--- config.mk ---
export PLATFORM = sky130hd
export DESIGN_NAME = crc32_with_signature_field_masking_unit_flat
export DESIGN_NICKNAME = d
export VERILOG_FILES = /design/src/rtl/crcsig_pkg.sv /design/src/rtl/crcsig_ifs.sv /design/src/rtl/crc32_with_signature_field_masking_unit.sv /design/src/rtl/crcsig_front.sv /design/src/rtl/crcsig_queue.sv /design/src/rtl/crcsig_back.sv /design/src/flat_wrapper.sv
export SDC_FILE = /design/constraint.sdc
export NUM_CORES = 1
export LEC_CHECK = 0
export BUFFER_PORTS_ARGS = -buffer_cell sky130_fd_sc_hd__buf_4
export CORE_MARGIN = 3
export CORE_UTILIZATION = 30
export DETAILED_ROUTE_END_ITERATION = 8
export HOLD_SLACK_MARGIN = 0.08
export PLACE_DENSITY = 0.48
export SYNTH_ARGS = -nofsm -noshare
export SYNTH_HDL_FRONTEND = slang
export SYNTH_SLANG_ARGS = --single-unit
export TNS_END_PERCENT = 10
--- constraint.sdc ---
create_clock -name i_clk -period 5 [get_ports i_clk]
set_clock_uncertainty 0.1 [all_clocks]
set_input_delay 0.25 -clock i_clk [delete_from_list [all_inputs] [get_ports i_clk]]
set_output_delay 0.25 -clock i_clk [all_outputs]
set_load 0.1 [all_outputs]
--- src/rtl/crcsig_pkg.sv ---
`default_nettype none
package crcsig_pkg;

    // CRC-32 (reflected) constants
    localparam logic [31:0] CRC_POLY  = 32'hEDB8_8320;
    localparam logic [31:0] CRC_INIT  = 32'hFFFF_FFFF;
    localparam logic [31:0] CRC_XOROUT = 32'hFFFF_FFFF;

    // Little-endian signature word and the number of bytes zeroed after it
    localparam logic [31:0] SIG_WORD   = 32'hBADF_00D5;
    localparam logic [2:0]  MASK_BYTES = 3'd4;

    // Defaults for the top-level parameters
    localparam int unsigned COUNT_BITS_DEF  = 32;
    localparam int unsigned QUEUE_DEPTH_DEF = 4;

    // One classified byte travelling from the front end to the CRC engine
    typedef struct packed {
        logic [7:0]  crc_byte;      // byte as it enters the CRC (zero while masked)
        logic        last;          // end of stream
        logic        found;         // signature seen in this stream (valid on last)
        logic [31:0] offset;        // signature start offset, zero if not found
    } t_queue_item;

    // One byte step of the reflected CRC-32
    function automatic logic [31:0] crc_update(input logic [31:0] crc,
                                               input logic [7:0]  data);
        logic [31:0] c;
        c = {24'd0, crc[7:0] ^ data};
        for (int k = 0; k < 8; k++) begin
            c = c[0] ? (CRC_POLY ^ (c >> 1)) : (c >> 1);
        end
        return c ^ (crc >> 8);
    endfunction

endpackage
`default_nettype wire

--- src/rtl/crcsig_ifs.sv ---
`default_nettype none
// Byte stream channel
interface crcsig_byte_if;
    logic       valid;
    logic       ready;
    logic [7:0] data_byte;
    logic       last_byte;

    modport source (output valid, output data_byte, output last_byte, input ready);
    modport sink   (input valid, input data_byte, input last_byte, output ready);
endinterface

// Result channel
interface crcsig_result_if;
    logic        valid;
    logic        ready;
    logic [31:0] crc_value;
    logic        signature_found;
    logic [31:0] signature_offset;

    modport source (output valid, output crc_value, output signature_found,
                    output signature_offset, input ready);
    modport sink   (input valid, input crc_value, input signature_found,
                    input signature_offset, output ready);
endinterface

// Configuration write channel
interface crcsig_cfg_if;
    logic        valid;
    logic        ready;
    logic [31:0] search_region_length;

    modport source (output valid, output search_region_length, input ready);
    modport sink   (input valid, input search_region_length, output ready);
endinterface
`default_nettype wire

--- src/rtl/crc32_with_signature_field_masking_unit.sv ---
`default_nettype none
// CRC-32 (reflected, IEEE 802.3) over a byte stream with signature masking.
//
// i_byte   : byte stream (data_byte, last_byte), one byte per transfer.
// o_result : one result per stream (crc_value, signature_found,
//            signature_offset), sent after the byte marked last.
// i_cfg    : write of search_region_length; always ready. Write it only
//            while no stream is in flight.
//
// A front end tracks the byte window and offset, finds the first signature
// word 0xBADF00D5 in the region and zeroes the four bytes after it; a small
// queue carries the classified bytes to the CRC engine.
// Throughput: one byte per cycle while the queue has room, set by the single-byte CRC update.
// With the queue empty, the last byte is written into the queue and then
// moves from the queue head into the registered result slot.
// Reset clears the region length to zero, empties the queue and starts a
// fresh stream. When the result sink stalls, the result is held; bytes keep
// moving until the next last byte reaches the queue head, then they collect
// in the queue (QUEUE_DEPTH entries) and i_byte.ready drops.
module crc32_with_signature_field_masking_unit #(
    parameter int unsigned COUNT_BITS  = crcsig_pkg::COUNT_BITS_DEF,
    parameter int unsigned QUEUE_DEPTH = crcsig_pkg::QUEUE_DEPTH_DEF
) (
    input  wire logic        i_clk,
    input  wire logic        i_rst_n,
    crcsig_cfg_if.sink       i_cfg,
    crcsig_byte_if.sink      i_byte,
    crcsig_result_if.source  o_result
);
    import crcsig_pkg::*;

    logic [31:0]  r_region_len;
    logic         push;
    t_queue_item  push_item;
    logic         queue_full;
    logic         head_valid;
    t_queue_item  head_item;
    logic         pop;

    // Configuration register
    assign i_cfg.ready = 1'b1;

    always_ff @(posedge i_clk) begin
        if (!i_rst_n) begin
            r_region_len <= '0;
        end else if (i_cfg.valid) begin
            r_region_len <= i_cfg.search_region_length;
        end
    end

    crcsig_front #(
        .COUNT_BITS (COUNT_BITS)
    ) u_front (
        .i_clk        (i_clk),
        .i_rst_n      (i_rst_n),
        .i_region_len (r_region_len),
        .i_byte       (i_byte),
        .i_queue_full (queue_full),
        .o_push       (push),
        .o_item       (push_item)
    );

    crcsig_queue #(
        .DEPTH (QUEUE_DEPTH)
    ) u_queue (
        .i_clk   (i_clk),
        .i_rst_n (i_rst_n),
        .i_push  (push),
        .i_item  (push_item),
        .o_full  (queue_full),
        .o_valid (head_valid),
        .o_head  (head_item),
        .i_pop   (pop)
    );

    crcsig_back u_back (
        .i_clk    (i_clk),
        .i_rst_n  (i_rst_n),
        .i_valid  (head_valid),
        .i_head   (head_item),
        .o_pop    (pop),
        .o_result (o_result)
    );

endmodule
`default_nettype wire

--- src/rtl/crcsig_front.sv ---
`default_nettype none
module crcsig_front #(
    parameter int unsigned COUNT_BITS = crcsig_pkg::COUNT_BITS_DEF
) (
    input  wire logic                    i_clk,
    input  wire logic                    i_rst_n,
    input  wire logic [31:0]             i_region_len,
    crcsig_byte_if.sink                  i_byte,
    input  wire logic                    i_queue_full,
    output logic                         o_push,
    output crcsig_pkg::t_queue_item      o_item
);
    import crcsig_pkg::*;

    localparam int unsigned CMP_W = ((COUNT_BITS > 32) ? COUNT_BITS : 32) + 1;

    logic [23:0]           r_recent;
    logic [COUNT_BITS-1:0] r_pos;
    logic                  r_found;
    logic [31:0]           r_offset;
    logic [2:0]            r_mask_cnt;

    logic [31:0]           window;
    logic [CMP_W-1:0]      pos_ext;
    logic [CMP_W-1:0]      start;
    logic                  in_region;
    logic                  match;
    logic                  accept;

    // Accept while the queue has room
    assign i_byte.ready = !i_queue_full;
    assign accept       = i_byte.valid && !i_queue_full;

    // Four-byte window, newest byte on top
    assign window    = {i_byte.data_byte, r_recent};
    assign pos_ext   = CMP_W'(r_pos);
    assign start     = pos_ext - CMP_W'(3);
    assign in_region = (pos_ext + CMP_W'(5)) <= CMP_W'(i_region_len);
    assign match     = !r_found && (r_pos >= COUNT_BITS'(3)) && (r_pos != '1)
                       && (window == SIG_WORD) && in_region;

    // Classify the byte for the CRC engine
    always_comb begin
        o_push          = accept;
        o_item.crc_byte = (r_mask_cnt != 3'd0) ? 8'd0 : i_byte.data_byte;
        o_item.last     = i_byte.last_byte;
        o_item.found    = r_found || match;
        o_item.offset   = r_found ? r_offset : (match ? start[31:0] : 32'd0);
    end

    // Track position, window and match state; clear at end of stream
    always_ff @(posedge i_clk) begin
        if (!i_rst_n) begin
            r_recent   <= '0;
            r_pos      <= '0;
            r_found    <= 1'b0;
            r_offset   <= '0;
            r_mask_cnt <= '0;
        end else if (accept) begin
            if (i_byte.last_byte) begin
                r_recent   <= '0;
                r_pos      <= '0;
                r_found    <= 1'b0;
                r_offset   <= '0;
                r_mask_cnt <= '0;
            end else begin
                r_recent <= window[31:8];
                if (r_pos != '1) begin
                    r_pos <= r_pos + COUNT_BITS'(1);
                end
                if (match) begin
                    r_found    <= 1'b1;
                    r_offset   <= start[31:0];
                    r_mask_cnt <= MASK_BYTES;
                end else if (r_mask_cnt != 3'd0) begin
                    r_mask_cnt <= r_mask_cnt - 3'd1;
                end
            end
        end
    end

    a_mask_needs_found: assert property (@(posedge i_clk) disable iff (!i_rst_n)
        (r_mask_cnt != 3'd0) |-> r_found)
        else $error("masking active without a signature");

    a_last_restarts: assert property (@(posedge i_clk) disable iff (!i_rst_n)
        (accept && i_byte.last_byte) |=> (r_pos == '0 && !r_found))
        else $error("stream state not cleared after last byte");

    a_found_once: assert property (@(posedge i_clk) disable iff (!i_rst_n)
        (r_found && !(accept && i_byte.last_byte)) |=> (r_found && $stable(r_offset)))
        else $error("signature offset changed within a stream");

endmodule
`default_nettype wire

--- src/rtl/crcsig_queue.sv ---
`default_nettype none
module crcsig_queue #(
    parameter int unsigned DEPTH = crcsig_pkg::QUEUE_DEPTH_DEF
) (
    input  wire logic                    i_clk,
    input  wire logic                    i_rst_n,
    input  wire logic                    i_push,
    input  crcsig_pkg::t_queue_item      i_item,
    output logic                         o_full,
    output logic                         o_valid,
    output crcsig_pkg::t_queue_item      o_head,
    input  wire logic                    i_pop
);
    import crcsig_pkg::*;

    localparam int unsigned PTR_W = (DEPTH > 1) ? $clog2(DEPTH) : 1;
    localparam int unsigned CNT_W = $clog2(DEPTH + 1);

    t_queue_item        r_mem [DEPTH];
    logic [PTR_W-1:0]   r_wr;
    logic [PTR_W-1:0]   r_rd;
    logic [CNT_W-1:0]   r_count;
    logic               do_push;
    logic               do_pop;

    assign o_full  = (r_count == CNT_W'(DEPTH));
    assign o_valid = (r_count != '0);
    assign o_head  = r_mem[r_rd];
    assign do_push = i_push && !o_full;
    assign do_pop  = i_pop && o_valid;

    // Store entries
    always_ff @(posedge i_clk) begin
        if (do_push) begin
            r_mem[r_wr] <= i_item;
        end
    end

    // Advance pointers and occupancy
    always_ff @(posedge i_clk) begin
        if (!i_rst_n) begin
            r_wr    <= '0;
            r_rd    <= '0;
            r_count <= '0;
        end else begin
            if (do_push) begin
                r_wr <= (r_wr == PTR_W'(DEPTH - 1)) ? '0 : r_wr + PTR_W'(1);
            end
            if (do_pop) begin
                r_rd <= (r_rd == PTR_W'(DEPTH - 1)) ? '0 : r_rd + PTR_W'(1);
            end
            if (do_push && !do_pop) begin
                r_count <= r_count + CNT_W'(1);
            end else if (do_pop && !do_push) begin
                r_count <= r_count - CNT_W'(1);
            end
        end
    end

    a_count_bound: assert property (@(posedge i_clk) disable iff (!i_rst_n)
        r_count <= CNT_W'(DEPTH))
        else $error("queue occupancy beyond depth");

endmodule
`default_nettype wire

--- src/rtl/crcsig_back.sv ---
`default_nettype none
module crcsig_back (
    input  wire logic                    i_clk,
    input  wire logic                    i_rst_n,
    input  wire logic                    i_valid,
    input  crcsig_pkg::t_queue_item      i_head,
    output logic                         o_pop,
    crcsig_result_if.source              o_result
);
    import crcsig_pkg::*;

    logic [31:0] r_crc;
    logic        r_out_valid;
    logic [31:0] r_out_crc;
    logic        r_out_found;
    logic [31:0] r_out_offset;
    logic [31:0] n_crc;
    logic        out_free;

    assign out_free = !r_out_valid || o_result.ready;
    // A last byte needs the result slot; other bytes always move
    assign o_pop    = i_valid && (!i_head.last || out_free);
    assign n_crc    = crc_update(r_crc, i_head.crc_byte);

    assign o_result.valid            = r_out_valid;
    assign o_result.crc_value        = r_out_crc;
    assign o_result.signature_found  = r_out_found;
    assign o_result.signature_offset = r_out_offset;

    // Run the CRC; restart it after the last byte
    always_ff @(posedge i_clk) begin
        if (!i_rst_n) begin
            r_crc <= CRC_INIT;
        end else if (o_pop) begin
            r_crc <= i_head.last ? CRC_INIT : n_crc;
        end
    end

    // Hold the result until the sink takes it
    always_ff @(posedge i_clk) begin
        if (!i_rst_n) begin
            r_out_valid <= 1'b0;
        end else if (o_pop && i_head.last) begin
            r_out_valid <= 1'b1;
        end else if (o_result.ready) begin
            r_out_valid <= 1'b0;
        end
    end

    always_ff @(posedge i_clk) begin
        if (o_pop && i_head.last) begin
            r_out_crc    <= n_crc ^ CRC_XOROUT;
            r_out_found  <= i_head.found;
            r_out_offset <= i_head.offset;
        end
    end

    a_last_gives_result: assert property (@(posedge i_clk) disable iff (!i_rst_n)
        (o_pop && i_head.last) |=> r_out_valid)
        else $error("result missing after last byte");

    a_no_overwrite: assert property (@(posedge i_clk) disable iff (!i_rst_n)
        (o_pop && i_head.last) |-> out_free)
        else $error("pending result overwritten");

endmodule
`default_nettype wire

--- src/flat_wrapper.sv ---
// flat-port wrapper written by rule: the top's interface ports become plain ports
module crc32_with_signature_field_masking_unit_flat import crcsig_pkg::*;
#(
    parameter int unsigned COUNT_BITS  = crcsig_pkg::COUNT_BITS_DEF,
    parameter int unsigned QUEUE_DEPTH = crcsig_pkg::QUEUE_DEPTH_DEF
)
  (i_clk, i_rst_n, i_cfg_valid, i_cfg_search_region_length, i_cfg_ready, i_byte_valid, i_byte_data_byte, i_byte_last_byte, i_byte_ready, o_result_valid, o_result_crc_value, o_result_signature_found, o_result_signature_offset, o_result_ready);
  crcsig_cfg_if i_cfg_i ();
  crcsig_byte_if i_byte_i ();
  crcsig_result_if o_result_i ();
  input  wire logic i_clk;
  input  wire logic i_rst_n;
  input wire logic [$bits(i_cfg_i.valid)-1:0] i_cfg_valid;
  input wire logic [$bits(i_cfg_i.search_region_length)-1:0] i_cfg_search_region_length;
  output wire logic [$bits(i_cfg_i.ready)-1:0] i_cfg_ready;
  input wire logic [$bits(i_byte_i.valid)-1:0] i_byte_valid;
  input wire logic [$bits(i_byte_i.data_byte)-1:0] i_byte_data_byte;
  input wire logic [$bits(i_byte_i.last_byte)-1:0] i_byte_last_byte;
  output wire logic [$bits(i_byte_i.ready)-1:0] i_byte_ready;
  output wire logic [$bits(o_result_i.valid)-1:0] o_result_valid;
  output wire logic [$bits(o_result_i.crc_value)-1:0] o_result_crc_value;
  output wire logic [$bits(o_result_i.signature_found)-1:0] o_result_signature_found;
  output wire logic [$bits(o_result_i.signature_offset)-1:0] o_result_signature_offset;
  input wire logic [$bits(o_result_i.ready)-1:0] o_result_ready;
  assign i_cfg_i.valid = i_cfg_valid;
  assign i_cfg_i.search_region_length = i_cfg_search_region_length;
  assign i_cfg_ready = i_cfg_i.ready;
  assign i_byte_i.valid = i_byte_valid;
  assign i_byte_i.data_byte = i_byte_data_byte;
  assign i_byte_i.last_byte = i_byte_last_byte;
  assign i_byte_ready = i_byte_i.ready;
  assign o_result_valid = o_result_i.valid;
  assign o_result_crc_value = o_result_i.crc_value;
  assign o_result_signature_found = o_result_i.signature_found;
  assign o_result_signature_offset = o_result_i.signature_offset;
  assign o_result_i.ready = o_result_ready;
  crc32_with_signature_field_masking_unit #(.COUNT_BITS(COUNT_BITS), .QUEUE_DEPTH(QUEUE_DEPTH)) u_core (.i_clk(i_clk), .i_rst_n(i_rst_n), .i_cfg(i_cfg_i), .i_byte(i_byte_i), .o_result(o_result_i));
endmodule
==> flow_summary.ini, run 1 <==
[critical_path]
arrival_ps = 4880
worstRegToRegCells = 14
reg2reg_slack_ps = 330
worstReg2RegStart = u_core.u_front.r_pos[0]$_SDFFE_PN0P_
crit_type = flip-flop to flip-flop
cp.required_ps = 5210
path_max_fanout = 36
r2r-end = u_core.u_queue.r_mem[3][20]$_DFFE_PP_
cp-end-kind = flip-flop
start_kind = flip-flop

[timing]
max_freq_mhz = 214.2
finalHoldViolCount = 0
whs_ps = 152.1
slew_viol_final = 0
fin_crit_sh = 0.9339
setup_viol = 0
rsz0062_at_grt = true
final.min_clock_period_ps = 4669
worst_slew_margin_rel = 0.4151
worst_pin_slew_ps = 877.3
fin_ws_ps = 330.7

[cells_and_area]
seqCellArea_sq_mm = 0.01032
final_layout_size_suffix_gt1_frac = 0.1770
multi_input_comb_area_sq_mm = 0.006645
fin_area_sq_mm = 0.02101
final_nets = 1630
insertedDiodeCount = 0
fillCellCount = 5631
synthToLayoutAreaGrowth_pct = 20.12

[clock_network]
cts_tree = yes
clock_path_buffers = 3
clk-insertion-delay-late_ps = 560
cts_max_level = 2
cts_made_buffers = 45
cts_root_buf = clkbuf_16
cts_sinks = 399
cts.reportedPaths.clkPinSlew_ps = 60

[synth]
netlist_instances = 1405
yosys.area.top_type = edfxtp_1
syn_nets = 1493
ys_ff_latch = 399
yosysTopAreaCellShare = 0.3999
seq_area_frac_synth = 0.5899
synth_area_sq_mm = 0.01749
async_flop_share = 0
ys_warn_count = 0
synth.distinct_cells = 71
synthTopCellsByCount = edfxtp_1, dfxtp_1, nand2_1
synth_edf_count = 233
synth.area.top_cells = edfxtp_1, dfxtp_1, mux4_2
syn_area_per_cell_sq_um = 12.45
synthFlopType = edfxtp_1
synth.most_common_cell = edfxtp_1

[hold_path]
hold_path_startpoint = i_cfg_valid
hold_path_class = input port to flip-flop
min_to = u_core.r_region_len[22]$_SDFFE_PN0P_
hold_depth = 3

[placement]
io_buffers = 112
postPlaceCellArea_sq_mm = 0.01911
place_congestion = 0.7862
hpwl_um = 27460
dp_worst_setup_slack_ps = 185.6

[global_routing]
antenna_found_initial = 1
grt_pass1_wl_um = 64910
grt_pass1_vias = 11150
grt_overflow = 0
grt_max_degree = 68
grt_use_total = 0.1359

[drt]
routed_via_density = 4.697
drt_iter0_drc = 621
wirelength_um = 41320
wl_per_cell_um = 17.72
dr.pass1.iters = 5
vias = 10950
drc = 0
ant_nets = 0

[floorplanning]
rows = 87
core_area_sq_mm = 0.05704
dieArea_sq_mm = 0.06125
die_height_um = 247.5
ios = 114
start_util = 0.3067
fp.dieW_um = 247.5

[power]
pwr-share-clk = 0.230
total_power_mw = 14.16
irDropWorstVdd_mv = 0.5197
p_switching_mw = 5.887
combPwrFrac = 0.440
power.density_mw_per_mm2 = 673.8
sw_frac_of_total = 0.4158
internal_power_mw = 8.272
p_seq_frac = 0.330
leakage_nw = 7.790

[status]
status = finished clean

[run]
drv_cap = 0
==> cell families after synthesis <==
family / after synthesis / share of synthesized area
compound gates: 182 / 0.06880
xor+xnor: 154 / 0.09147
fa+ha+maj: 42 / 0.03047
buf+inv: 137 / 0.03211
flops: 399 / 0.5899
mux: 76 / 0.07374
other cells: 1 / 0.0002144
simple gates: 414 / 0.1133
==> repair_timing <==
item / CTS / global route
hold endpoints to repair: 83 / 0
hold buffers: 44 / 0
gates resized for setup: 0 / 8
buffers inserted: 0 / 0
endpoints found under the setup margin: 0 / 132
==> routing by layer <==
layer / up-vias / global-route usage / routed length [um] / part of all wire
met3: 60 / 0.02118 / 1618 / 0.039
li1: 5355 / - / - / -
met2: 186 / 0.2148 / 18730 / 0.45
met4: 2 / 0.04497 / 1057 / 0.026
met5: - / 0 / 13 / 0.00031
met1: 5350 / 0.1909 / 19910 / 0.48
==> registers in the layout, summed over array words and instances (netlist names), 24 cells and up, named ones only <==
register,flops
u_core.u_queue.r_mem,168
u_core.r_region_len,32
u_core.u_back.o_result.crc_value,32
u_core.u_back.o_result.signature_offset,32
u_core.u_back.r_crc,32
u_core.u_front.r_offset,32
u_core.u_front.r_pos,32
u_core.u_front.r_recent,24
==> cell type report <==
type	count	area share
Clock buffer	68	0.06061
Inverter	48	0.008574
Timing Repair Buffer	179	0.06978
Sequential cell	399	0.4913
Clock inverter	13	0.008514
Multi-Input combinational cell	869	0.3162
Tap cell	756	0.04501
==> power by group through the flow <==
| stage | logic (mW) | clock network (mW) | registers [mW] |
|---|---|---|---|
| 6_report | 6.23 | 3.25 | 4.67 |
| 5_1_grt | 6.66 | 3.50 | 4.74 |
| 4_1_cts | 6.36 | 3.36 | 4.70 |
| 3_5_place_dp | 6.31 | 0 | 4.77 |
| 3_3_place_gp | 6.31 | 0 | 4.76 |
| 2_1_floorplan | 3.06 | 0 | 6.53 |
==> cell usage in the layout, fill, tap and decap left out, types with 5 or more instances in the layout <==
cell type,count
and4_1,7
xnor2_2,6
o211ai_1,27
nor3_1,31
clkbuf_1,18
dlygate4sd3_1,44
mux4_2,41
xnor2_4,11
nor2b_1,6
nor2_1,102
a21oi_1,53
xor2_1,62
and2_1,11
o21ai_1,7
o21ai_0,37
and3_1,5
xnor2_1,75
mux2i_1,34
nand2_1,148
ha_1,41
clkbuf_16,46
edfxtp_1,233
nand4_1,28
buf_4,134
nor4_1,14
o2bb2ai_1,32
or3_1,6
dfxtp_1,163
inv_1,45
nand3_1,25
==> how the worst max path moves through the flow <==
stage / start / to / slack (ps) / depth (start not counted)
2_1_floorplan: u_core.u_front.r_pos[0]$_SDFFE_PN0P_ / u_core.u_queue.r_mem[0][10]$_DFFE_PP_ / 880 / 16
3_3_place_gp: u_core.u_front.r_pos[0]$_SDFFE_PN0P_ / u_core.u_queue.r_mem[0][16]$_DFFE_PP_ / 380 / 14
3_5_place_dp: u_core.u_front.r_pos[0]$_SDFFE_PN0P_ / u_core.u_queue.r_mem[3][16]$_DFFE_PP_ / 190 / 14
4_1_cts: u_core.u_front.r_pos[0]$_SDFFE_PN0P_ / u_core.u_queue.r_mem[0][16]$_DFFE_PP_ / 180 / 14
5_1_grt: u_core.u_front.r_pos[0]$_SDFFE_PN0P_ / u_core.u_queue.r_mem[0][25]$_DFFE_PP_ / -20 / 14
6_report: u_core.u_front.r_pos[0]$_SDFFE_PN0P_ / u_core.u_queue.r_mem[3][20]$_DFFE_PP_ / 330 / 14
==> critical path: stages, from the launching register on <==
cell and delay, ps:
dfxtp_1 470, and2_1 360, nor2_1 160, or3_1 500, nor2_1 300, nand3_1 140, xnor2_1 190, ha_1 350
nand4_1 150, nor4_1 340, and4_1 250, nor2_1 70, a221o_1 340, buf_4 280, o21ai_0 420
==> per-stage QoR <==
step | instances | utilization | setup TNS [ps]
2_1_floorplan | 1405 | - | 0
3_3_place_gp | 2207 | 0.3350 | 0
3_5_place_dp | 2207 | 0.3350 | 0
4_1_cts | 2332 | 0.3682 | 0
5_1_grt | 2332 | 0.3684 | -170.8
6_report | 2332 | 0.3684 | 0
(Power assumes the default switching activity.)
==> run 2: changes to the inputs <==
Settings changed: CTS_BUF_LIST set to sky130_fd_sc_hd__clkbuf_2.
==> run 2 against run 1 <==
Net effect:
- core utilization is 1.3 points higher
- hold slack improved by 74 ps
- combinational power grew 2%
- register-to-register slack improved by 30 ps
- clock power down 29%
- sequential share of layout area shrank 1.6 points
- sequential power about the same
- via count up 8.7%
- routed wire length grew 5.9%
- critical path type unchanged
- largest cell class unchanged
- highest routed layer is now met4
==> flow_summary.ini, run 2 (same netlist as run 1, synthesis figures left out) <==
[power]
leakage_nw = 8.414
irDropWorstVdd_mv = 0.5152
power.density_mw_per_mm2 = 612.7
total_power_mw = 13.31

[critical_path]
critical_path.top_delay_family = simple AND/OR/NAND/NOR gates
path_max_fanout = 36
cp-end-kind = flip-flop
critPathBufInv = 1
cp.required_ps = 5700
slowest_stage = or3_1
max_stage_delay_ps = 490
cp_cell_sequence = and2_1 > nor2_1 > or3_1 > nor2_1 > nand3_1 > xnor2_1 > ha_1 > nand4_1 > nor4_1 > and4_1 > nor2_1 > a221o_1 > buf_4 > o21ai_0
start_kind = flip-flop
crit_path_frequent_cell = nor2_1
crit_type = flip-flop to flip-flop
arrival_ps = 5340
reg2reg_slack_ps = 360

[global_routing]
grt_util_met2 = 0.2318
grt_pass1_vias = 12350
grt_use_total = 0.1447
antenna_found_initial = 1
use_met1 = 0.1936
use_met3 = 0.02744
grt_overflow = 0
grt_pass1_wl_um = 68990
grt_max_degree = 68
grt_busiest_layer = met2

[cells_and_area]
final_nets = 1807
final_common_cell = edfxtp_1
synthToLayoutAreaGrowth_pct = 24.20
regMostFlops = u_core.u_queue.r_mem
fillCellCount = 5697
final_layout_size_suffix_gt1_frac = 0.2231
largest_reg_flops = 168
final_cell_mix = edfxtp_1, clkbuf_2, dfxtp_1

[timing]
slew_viol_final = 0
worst_pin_slew_ps = 888.7
setup_viol = 0
setup-tns-final_ps = 0
final.min_clock_period_ps = 4637
worst_slew_margin_rel = 0.4075
max_freq_mhz = 215.7
finalHoldViolCount = 0
fin_ws_ps = 363.1
rsz0062_at_grt = false
fin_crit_sh = 0.9274

[drt]
wl_per_cell_um = 17.04
dr.pass1.iters = 5
drt_iter0_drc = 594
vias = 11910
ant_nets = 0
drc = 0
wirelength_um = 43750
routed_via_density = 4.638

[floorplanning]
start_util = 0.3067
ios = 114
rows = 87
dieArea_sq_mm = 0.06125
die_height_um = 247.5
fp.dieW_um = 247.5
core_area_sq_mm = 0.05704

[clock_network]
cts_sinks = 399
cts_made_buffers = 105
cts_root_buf = clkbuf_2
cts_tree = yes
clk-insertion-delay-late_ps = 1060
cts.reportedPaths.clkPinSlew_ps = 90
clock_path_buffers = 3
cts_max_level = 3

[status]
status = finished clean

[placement]
place_congestion = 0.7862
hpwl_um = 27460
dp_worst_setup_slack_ps = 185.6
io_buffers = 112

[hold_path]
hold_path_class = input port to flip-flop

[run]
drv_cap = 0
==> run 2: cell count changes in the layout (fill, tap and decap cells not counted), sizes merged <==
cell and change:
bufinv -4, clkbuf +111, clkinv +10, clkinvlp -1
diode +1, dlygate4sd3 +117, inv +2
==> run 2: final timing paths <==
kind | start | endpoint | depth (start not counted)
hold / removal | i_rst_n | u_core.u_front.r_found$_SDFFE_PN0P_ | 4
hold reg to reg | u_core.u_front.r_recent[0]$_SDFFE_PN0P_ | u_core.u_front.r_recent[0]$_SDFFE_PN0P_ | 2
setup / recovery | u_core.u_front.r_pos[0]$_SDFFE_PN0P_ | u_core.u_queue.r_mem[3][16]$_DFFE_PP_ | 14
setup reg to reg | u_core.u_front.r_pos[0]$_SDFFE_PN0P_ | u_core.u_queue.r_mem[3][16]$_DFFE_PP_ | 14
==> run 2: final cells by class <==
cell class	count	area (sq um)	area share
flip-flops and latches	399	10320	0.4751
multi-input cells	869	6645	0.3058
repair buffers	296	2638	0.1214
well taps	756	945.9	0.04353
clock buffers	179	895.9	0.04123
inverters	48	180.2	0.008292
clock inverters	20	97.59	0.004492
diodes	1	2.502	0.0001152
==> run 2: metal layers <==
metal / vias up / wire [um]
met4: 0 / 1101
met3: 87 / 1917
li1: 5797 / -
met5: - / 0
met2: 257 / 20340
met1: 5770 / 20390
==> run 2: worst register-to-register path: cells and delay by family, from the launching register on <==
family / cells / cell delay [ps]
xor+xnor: 1 / 190
simple gates: 9 / 2260
flops: 1 / 480
fa+ha+maj: 1 / 350
compound gates: 2 / 800
buf+inv: 1 / 280
==> run 2: timing repair <==
| action | CTS | global route |
|---|---|---|
| hold endpoints to repair | 434 | 0 |
| endpoints found under the setup margin | 0 | 130 |
| buffers inserted | 0 | 0 |
| resized for setup | 0 | 3 |
| hold buffers | 161 | 0 |
==> run 2: metrics by stage <==
stage | area [sq um] | hold slack [ps] | util | std cells
3_3_place_gp | 19110 | 344.2 | 0.3350 | 2207
3_5_place_dp | 19110 | 346.1 | 0.3350 | 2207
6_report | 21730 | 226.6 | 0.3809 | 2568
5_1_grt | 21730 | 183.1 | 0.3809 | 2568
2_1_floorplan | 17490 | 248.9 | - | 1405
4_1_cts | 21720 | 90.59 | 0.3807 | 2567
==> run 2: where the power goes <==
part,internal [mW],total [mW],switching (mW)
clock,0.940,2.30,1.36
combinational,2.00,6.35,4.35
sequential,4.37,4.67,0.295
